==> src/rtl/core/cfir_pkg.sv <==
// cfir_pkg: shared types and constants of the crossfading FIR filter.
// Used by the controller, the datapath and the top level.
package cfir_pkg;

    localparam logic [1:0] CMD_SAMPLE   = 2'd0;
    localparam logic [1:0] CMD_COEF_WR  = 2'd1;
    localparam logic [1:0] CMD_ACTIVATE = 2'd2;
    localparam logic [1:0] CMD_CLEAR    = 2'd3;

    localparam int ONE_Q16   = 65536;
    localparam int SAMPLE_W  = 24;
    localparam int COEF_W    = 18;
    localparam int ACC_W     = 56;
    localparam int KOUT_W    = 40;

    localparam logic [0:0] REG_TAPER_LENGTH = 1'b0;
    localparam logic [0:0] REG_TAPER_STEP   = 1'b1;

    // Commands from controller to datapath
    typedef struct packed {
        logic hist_wr;       // write new sample into history ring
        logic coef_wr;       // write coefficient to idle bank
        logic mac_clear;     // clear accumulator
        logic mac_en;        // accumulate product of read data
        logic mac_bank;      // unused; the read bank comes from coef_bank
        logic save_old;      // latch rounded accumulator as old-kernel output
        logic save_new;      // latch rounded accumulator as new-kernel output
        logic blend_mul;     // form the two gain products
        logic blend_sum;     // add, shift and saturate into the output register
    } cfir_cmd_t;

endpackage

==> src/rtl/core/cfir_ctrl.sv <==
// cfir_ctrl: controller of the crossfading FIR filter; sequences the MAC walk,
// the taper gain and the output handshake. Depends on cfir_pkg.
module cfir_ctrl #(
    parameter int NUM_TAPS = 64,
    parameter int GAIN_TABLE_BITS = 8
) (
    input  logic                        clk,
    input  logic                        rst_n,
    input  logic                        in_valid,
    output logic                        in_ready,
    input  logic [1:0]                  in_cmd,
    input  logic [5:0]                  in_tap,
    output logic                        out_valid,
    input  logic                        out_ready,
    output logic                        out_taper,
    input  logic                        cfg_we,
    input  logic [0:0]                  cfg_idx,
    input  logic [16:0]                 cfg_data,
    output cfir_pkg::cfir_cmd_t         cmd,
    output logic [$clog2(NUM_TAPS)-1:0] tap_addr,
    output logic [$clog2(NUM_TAPS)-1:0] hist_base,
    output logic                        coef_bank,
    output logic                        active_bank,
    output logic [GAIN_TABLE_BITS:0]    gain_idx
);

    localparam int TW = $clog2(NUM_TAPS);
    localparam int CW = $clog2(NUM_TAPS + 1);
    localparam int PHASE_SHIFT = 16 - GAIN_TABLE_BITS;
    localparam int ONE_Q16_C = cfir_pkg::ONE_Q16;

    localparam logic [2:0] S_IDLE  = 3'd0;
    localparam logic [2:0] S_MAC   = 3'd1;
    localparam logic [2:0] S_DRAIN = 3'd2;
    localparam logic [2:0] S_MUL   = 3'd3;
    localparam logic [2:0] S_SUM   = 3'd4;
    localparam logic [2:0] S_OUT   = 3'd5;

    logic [2:0]    state_reg, state_next;
    logic [TW-1:0] cnt_reg, cnt_next;
    logic [1:0]    pipe_reg, pipe_next;     // read latency stages in flight
    logic          pass_reg, pass_next;     // 0 old kernel, 1 new kernel
    logic [CW-1:0] fill_reg, fill_next;
    logic [TW-1:0] wptr_reg, wptr_next;
    logic          bank_reg, bank_next;
    logic          taper_reg, taper_next;
    logic [16:0]   tcount_reg, tcount_next;
    logic [15:0]   tlen_reg;
    logic [16:0]   tstep_reg;
    logic          blend_reg, blend_next;
    logic [16:0]   phase_reg, phase_next;
    logic [33:0]   prod;

    assign prod = tcount_reg * tstep_reg;

    // Configuration registers
    always_ff @(posedge clk or negedge rst_n)
    begin
        if (!rst_n)
        begin
            tlen_reg  <= '0;
            tstep_reg <= 17'(ONE_Q16_C);
        end
        else if (cfg_we)
        begin
            unique case (cfg_idx)
                cfir_pkg::REG_TAPER_LENGTH: tlen_reg  <= cfg_data[15:0];
                cfir_pkg::REG_TAPER_STEP:   tstep_reg <= cfg_data;
                default: ;
            endcase
        end
    end

    always_ff @(posedge clk or negedge rst_n)
    begin
        if (!rst_n)
        begin
            state_reg  <= S_IDLE;
            cnt_reg    <= '0;
            pipe_reg   <= '0;
            pass_reg   <= 1'b0;
            fill_reg   <= '0;
            wptr_reg   <= '0;
            bank_reg   <= 1'b0;
            taper_reg  <= 1'b0;
            tcount_reg <= '0;
            blend_reg  <= 1'b0;
            phase_reg  <= '0;
        end
        else
        begin
            state_reg  <= state_next;
            cnt_reg    <= cnt_next;
            pipe_reg   <= pipe_next;
            pass_reg   <= pass_next;
            fill_reg   <= fill_next;
            wptr_reg   <= wptr_next;
            bank_reg   <= bank_next;
            taper_reg  <= taper_next;
            tcount_reg <= tcount_next;
            blend_reg  <= blend_next;
            phase_reg  <= phase_next;
        end
    end

    assign in_ready    = (state_reg == S_IDLE);
    assign out_valid   = (state_reg == S_OUT);
    assign out_taper   = blend_reg;
    assign tap_addr    = cnt_reg;
    assign hist_base   = wptr_reg;
    assign active_bank = bank_reg;
    assign coef_bank   = pass_reg ? bank_reg : (blend_reg ? ~bank_reg : bank_reg);
    assign gain_idx    = phase_reg[16:PHASE_SHIFT];

    // Sequence one item
    always_comb
    begin
        state_next  = state_reg;
        cnt_next    = cnt_reg;
        pipe_next   = {pipe_reg[0], 1'b0};
        pass_next   = pass_reg;
        fill_next   = fill_reg;
        wptr_next   = wptr_reg;
        bank_next   = bank_reg;
        taper_next  = taper_reg;
        tcount_next = tcount_reg;
        blend_next  = blend_reg;
        phase_next  = phase_reg;
        cmd         = '0;
        unique case (state_reg)
            S_IDLE:
            begin
                if (in_valid)
                begin
                    unique case (in_cmd)
                        cfir_pkg::CMD_COEF_WR:
                        begin
                            cmd.coef_wr = (32'(in_tap) < NUM_TAPS);
                        end
                        cfir_pkg::CMD_ACTIVATE:
                        begin
                            bank_next   = ~bank_reg;
                            taper_next  = 1'b1;
                            tcount_next = '0;
                        end
                        cfir_pkg::CMD_CLEAR:
                        begin
                            fill_next   = '0;
                            taper_next  = 1'b0;
                            tcount_next = '0;
                        end
                        default:
                        begin
                            cmd.hist_wr = 1'b1;
                            wptr_next   = (32'(wptr_reg) == NUM_TAPS - 1) ? '0 : wptr_reg + 1'b1;
                            if (32'(fill_reg) < NUM_TAPS)
                                fill_next = fill_reg + 1'b1;
                            if (32'(fill_reg) >= NUM_TAPS - 1)
                            begin
                                blend_next = taper_reg;
                                if ((tcount_reg == {1'b0, tlen_reg}) || (prod > 34'(ONE_Q16_C)))
                                    phase_next = 17'(ONE_Q16_C);
                                else
                                    phase_next = prod[16:0];
                                if (taper_reg)
                                begin
                                    if (tcount_reg >= {1'b0, tlen_reg})
                                    begin
                                        taper_next  = 1'b0;
                                        tcount_next = '0;
                                    end
                                    else
                                        tcount_next = tcount_reg + 1'b1;
                                end
                                pass_next     = ~taper_reg;
                                cnt_next      = '0;
                                cmd.mac_clear = 1'b1;
                                state_next    = S_MAC;
                            end
                        end
                    endcase
                end
            end
            S_MAC:
            begin
                pipe_next[0] = 1'b1;
                cmd.mac_en   = pipe_reg[1];
                if (32'(cnt_reg) == NUM_TAPS - 1)
                    state_next = S_DRAIN;
                else
                    cnt_next = cnt_reg + 1'b1;
            end
            S_DRAIN:
            begin
                cmd.mac_en = pipe_reg[1];
                if (pipe_reg == 2'b00)
                begin
                    cnt_next = '0;
                    if (pass_reg)
                    begin
                        cmd.save_new = 1'b1;
                        state_next   = S_MUL;
                    end
                    else
                    begin
                        cmd.save_old  = 1'b1;
                        cmd.mac_clear = 1'b1;
                        pass_next     = 1'b1;
                        state_next    = S_MAC;
                    end
                end
            end
            S_MUL:
            begin
                cmd.blend_mul = 1'b1;
                state_next    = S_SUM;
            end
            S_SUM:
            begin
                cmd.blend_sum = 1'b1;
                state_next    = S_OUT;
            end
            S_OUT:
            begin
                if (out_ready)
                    state_next = S_IDLE;
            end
            default: state_next = S_IDLE;
        endcase
    end

    // Output stays put while stalled
    a_out_hold: assert property (@(posedge clk) disable iff (!rst_n)
        (state_reg == S_OUT && !out_ready) |=> (state_reg == S_OUT))
        else $error("result dropped while stalled");
    // No item accepted while a result is in flight
    a_busy: assert property (@(posedge clk) disable iff (!rst_n)
        (state_reg != S_IDLE) |-> !in_ready)
        else $error("input accepted while busy");
    // Fill never exceeds the tap count
    a_fill: assert property (@(posedge clk) disable iff (!rst_n)
        32'(fill_reg) <= NUM_TAPS)
        else $error("history fill overflow");

endmodule

==> config.mk <==
export PLATFORM = sky130hd
export DESIGN_NAME = cfir_ctrl
export DESIGN_NICKNAME = d
export VERILOG_FILES = /design/src/rtl/core/cfir_pkg.sv /design/src/rtl/core/cfir_ctrl.sv
export SDC_FILE = /design/constraint.sdc
export NUM_CORES = 1
export LEC_CHECK = 0
export BUFFER_PORTS_ARGS = -buffer_cell sky130_fd_sc_hd__buf_2
export CORE_AREA = 2 2 155 157
export CTS_BUF_LIST = sky130_fd_sc_hd__clkbuf_4 sky130_fd_sc_hd__clkbuf_8
export DETAILED_ROUTE_END_ITERATION = 16
export DIE_AREA = 0 0 157 159
export GPL_ROUTABILITY_DRIVEN = 0
export GPL_TIMING_DRIVEN = 0
export HOLD_SLACK_MARGIN = 0.1
export PLACE_DENSITY = 0.86
export SLEW_MARGIN = 10
export SYNTH_ARGS = -nofsm -noshare
export SYNTH_HDL_FRONTEND = slang
export SYNTH_SLANG_ARGS = --single-unit
==> constraint.sdc <==
create_clock -name clk -period 9.8 [get_ports clk]
set_input_delay 0.49 -clock clk [delete_from_list [all_inputs] [get_ports clk]]
set_output_delay 0.49 -clock clk [all_outputs]
set_load 0.01 [all_outputs]
Word level (Yosys, flattened, before mapping). Index checks and enable logic that the tools add are counted.

Bits in registers: 95. Output and inout port bits: 35.

Add/subtract/negate cells: 4. Multipliers: 1. Magnitude comparators: 4. Equality and inequality tests: 18. Multiplexer cells: 49. Bitwise gates (word level): 6. Reduce and logical (&&, ||, !) cells: 24.

Operators with widths (count): 2-to-1 mux 17 bit (4); 2-to-1 mux 6 bit (6); greater-than comparator 34 x 17 -> 1 bit, second input constant (1); multiplier 17 x 17 -> 34 bit (1); one-hot mux 17 bit (2 select lines) (1); 2-to-1 mux 3 bit (7); 2-to-1 mux 1 bit (20); one-hot mux 3 bit (6 select lines) (1); one-hot mux 6 bit (3 select lines) (1); adder 17 x 1 -> 17 bit, second input constant (1); == test 17 x 16 -> 1 bit (1); greater-or-equal comparator 17 x 16 -> 1 bit (1); one-hot mux 7 bit (2 select lines) (1); adder 6 x 1 -> 6 bit, second input constant (2); == test 6 bit, second input constant (2); AND reduction 4 bit (3); AND reduction 6 bit (2); inequality test 2 bit, second input constant (5); AND reduction 5 bit (2); 2-to-1 mux 2 bit (4); nonzero test 2 bit (4); adder 7 x 1 -> 7 bit, second input constant (1); greater-or-equal comparator 7 x 6 -> 1 bit, second input constant (1); < comparator 7 bit, second input constant (1); 18 further kinds (33).

Longest topological paths before layout.
Depth after elaboration: 5. Gate-level depth with buffers: 25. Mapped depth without buffers: 23.

Worst setup path after synthesis. Ideal clock, no wire load.

Kind: reg2reg. Start: register tcount_reg[8]. End: register phase_reg[16]. Setup time: 0.124 ns. Data arrival time: 6.457 ns. Required time: 9.676 ns. Slack: 3.219 ns. Cell stages (with the launch flop): 22. Buffers on the path: 2. Cells stage by stage: dfrtp_1 -> clkbuf_1 -> clkbuf_1 -> nand2_1 -> fa_1 -> inv_1 -> fa_1 -> fa_1 -> fa_1 -> fa_1 -> inv_1 -> fa_1 -> inv_1 -> ha_1 -> a21oi_2 -> o211ai_1 -> a221oi_4 -> a31oi_4 -> o21a_1 -> a2111oi_4 -> nand2_1 -> o31a_1.

Longest elaborated chain between the ends: 4. Elaborated cells on any way between the ends: 5.

Ends and longest elaborated chain: start, declared (RTL line cfir_ctrl.sv:47) `logic [16:0] tcount_reg, tcount_next;`; start signal, assigned (RTL line cfir_ctrl.sv:100) `tcount_reg <= tcount_next;`; multiplier 17 x 17 -> 34 bit (RTL line cfir_ctrl.sv:54) `assign prod = tcount_reg * tstep_reg;`; greater-than comparator 34 x 17 -> 1 bit (RTL line cfir_ctrl.sv:161) `if ((tcount_reg == {1'b0, tlen_reg}) || (prod > 34'(ONE_Q16_C)))`; logical OR 1 bit (RTL line cfir_ctrl.sv:161); 2-to-1 mux 17 bit * (RTL line cfir_ctrl.sv:161); end signal, assigned (RTL line cfir_ctrl.sv:102) `phase_reg <= phase_next;`; end, declared (RTL line cfir_ctrl.sv:51) `logic [16:0] phase_reg, phase_next;`.

Mark *: on every way between the ends. The rest lies on a longest branch, timed or not. A chain may end at the register's enable or synchronous reset.

Worst setup path after layout.
Start: register tcount_reg[9]. End: register phase_reg[16].

Same word-level chain as after synthesis.

==> flow_summary.toml <==
[clocking]
max-clock-path-buffers = 2
post_cts_buffers = 0
cts-resized-gates = 0
htree_levels = 3
cts_buffers = 9
worstSkewPairLatency_ns = 0.40
clk_pin_slew_ns = 0.12
clk_root_buffer_cell = "sky130_fd_sc_hd__clkbuf_8"
numClockSinks = 87
ctsHoldBuffers = 0
cts_tree = "yes"

[detailed_routing]
ant_nets = 0
drt_pass1_iterations = 5
vias_after_detailed_routing = 11900
drt-initial-drc-count = 933
wl_per_cell_um = 18.1
routed_wl_um = 37000
vias_per_cell = 5.83
post-route-drc-count = 0

[run]
max_cap_violations = 0

[global_route]
grt_usage = 0.310
first_global_vias = 12400
grt_first_pass_wirelength_um = 60700
grt_max_degree = 46
antenna_found_initial = 2
grt-ovfl-total = 0

[synth]
post_synth_inst_count = 1654
syn_area_um2 = 14500
async_sr_flop_fraction = 1.00
synth_enable_flop_cells = 0
synth_flop_cell = "sky130_fd_sc_hd__dfrtp_1"
syn_nets = 2041
post_synth_num_cell_types = 79
post_synth.cell_area_avg_um2 = 8.75
yosysWarnings = 0
synth_top_area_share = 0.310
synth.area.top_cells = "sky130_fd_sc_hd__fa_1 31%, sky130_fd_sc_hd__dfrtp_1 15%, sky130_fd_sc_hd__ha_1 11%"
ys_ff_latch = 87
post_synthesis_sequential_area_ratio = 0.150
post-synth-top-area-cell = "sky130_fd_sc_hd__fa_1"

[critical_path]
required_ns = 10.09
worstReg2RegStart = "tcount_reg[9]$_DFFE_PN0P_"
startpoint_type = "flop"
crit_family = "adder cells"
critical_path_class = "flop to flop"
max_stage_delay_ns = 0.68
crit_buf_inv = 6
crit_start = "tcount_reg[9]$_DFFE_PN0P_"
list_of_cells_traversed_by_the_critical_path = "clkbuf_1, buf_1, nand2_1, fa_1, fa_1, fa_1, fa_1, inv_1, fa_1, inv_1, fa_1, inv_1, ha_1, buf_2, a21oi_1, o21ai_0, a21oi_1, a21oi_1, a41oi_2, a211oi_1, a2111oi_4, nand2_1, o31a_1"
worst_path_max_delay_cell = "sky130_fd_sc_hd__a2111oi_4"
critical_path.max_fanout = 10
worst_ep_arrival_time_ns = 8.33
timing.critical_path.to_type = "flop"
worst_path_most_repeated_cell = "sky130_fd_sc_hd__fa_1"

[layout]
final_layout_size_suffix_gt1_frac = 0.0752
final_cell_mix = "328 x sky130_fd_sc_hd__inv_1, 263 x sky130_fd_sc_hd__nand2_1, 224 x sky130_fd_sc_hd__fa_1"
num-nets-final = 2111
fillCellCount = 1804
layout_commonest_cell = "sky130_fd_sc_hd__inv_1"
area_growth_syn_to_layout_pct = 6.44
layoutNonFillerInstCount = 2049

[timing]
fin_crit_sh = 0.821
finalSetupTns_ns = 0
slew_violations = 0
grt_setup_unrepaired = "no"
setup-violations-final = 0
clk_skew_ns = 0.0255
timing.max_slew.rel_slack = 0.363
achievable-frequency_mhz = 124
final_report_hold_violation_count = 0
tightestPinTransition_ns = 0.950
min_period_ns = 8.04

[floorplanning]
die_h_um = 159
design.portCount = 66
dieWidth_um = 157
initial_core_util = 0.624
die_area_um2 = 25000
core-area_um2 = 23200
std_cell_rows = 56

[power_and_ir_drop]
cellPowerDensity_nw_per_um2 = 117
ir_drop_v = 0.0000760
cellLeakagePower_nw = 7.87

[placement]
place.detailed.hpwl_um = 29800
portBuffers = 58
post-place-cells = 2032

[run_status]
run_status = "completed"

[hold_path]
worst_hold_path_type = "input pin to async pin"
-- Yosys cell counts (7+ instances only) --
cell type and instances:
sky130_fd_sc_hd__clkbuf_1 65, sky130_fd_sc_hd__nor3_1 11, sky130_fd_sc_hd__nor2b_1 7, sky130_fd_sc_hd__nand4_1 16, sky130_fd_sc_hd__xor2_1 18, sky130_fd_sc_hd__nand3_1 24
sky130_fd_sc_hd__a21oi_1 41, sky130_fd_sc_hd__fa_1 224, sky130_fd_sc_hd__o31ai_1 10, sky130_fd_sc_hd__o21ai_0 50, sky130_fd_sc_hd__o21a_1 9, sky130_fd_sc_hd__o211ai_1 7
sky130_fd_sc_hd__and2_1 127, sky130_fd_sc_hd__and3_1 10, sky130_fd_sc_hd__a21o_1 17, sky130_fd_sc_hd__dfrtp_1 86, sky130_fd_sc_hd__xnor2_1 18, sky130_fd_sc_hd__inv_1 328
sky130_fd_sc_hd__nor2_1 61, sky130_fd_sc_hd__ha_1 132, sky130_fd_sc_hd__mux2_2 20, sky130_fd_sc_hd__nand2_1 263
-- metal layers --
layer	vias to the layer above	global-route usage	routed length, um
met5	-	0.00397	0
met4	0	0.169	2310
met3	169	0.0683	3600
met2	634	0.496	17700
met1	5861	0.391	13400
li1	5275	-	-
-- cell families after synthesis --
logic type	Yosys count	synth area share
fa+ha+maj	356	0.424
flops	87	0.150
buf+inv	403	0.105
mux	25	0.0191
xor+xnor	36	0.0218
simple gates	551	0.184
other cells	1	0.000259
compound gates	195	0.0955
-- layout make-up --
class | instances | area (um^2) | share of cell area
multi-input combinational | 1164 | 10800 | 0.699
sequential | 87 | 2180 | 0.141
inverter | 329 | 1230 | 0.0802
tap | 319 | 399 | 0.0259
timing repair buffer | 59 | 320 | 0.0208
buffer | 74 | 288 | 0.0187
clock buffer | 9 | 124 | 0.00804
clock inverter | 7 | 86.3 | 0.00560
antenna | 1 | 2.50 | 0.000162
-- worst paths after layout --
kind | endpoint | slack [ns] | cells past startpoint
setup / recovery | phase_reg[16]$_DFFE_PN0P_ | 1.76 | 23
hold / removal | hist_base[5]$_DFFE_PN0P_ | 0.08 | 1
setup reg to reg | phase_reg[16]$_DFFE_PN0P_ | 1.76 | 23
hold reg to reg | pipe_reg[1]$_DFF_PN0_ | 0.42 | 0
max in group asynchronous | tstep_reg[16]$_DFFE_PN1P_ | 9.03 | 2
min in group clk | tlen_reg[10]$_DFFE_PN0P_ | 0.32 | 3
-- power by group --
group	total, mW	switching, mW	internal (mW)	leakage (nW)
clock	0.272	0.169	0.103	0.105
combinational	1.02	0.638	0.386	6.67
sequential	0.511	0.0872	0.424	1.10
-- per-stage QoR --
step                      worst slack (ns)  total power [mW]   util  area [um^2]  hold WS (ns)
after global placement                1.94              1.48  0.654        15200         0.385
after detailed placement              1.90              1.52  0.655        15200         0.400
after CTS                             1.92              1.79  0.664        15400         0.106
final                                 1.76              1.81  0.664        15400        0.0798
after global routing                  1.42              1.95  0.664        15400         0.127
after floorplan                       3.22              1.21      -        14500         0.194
(Power assumes the default switching activity.)
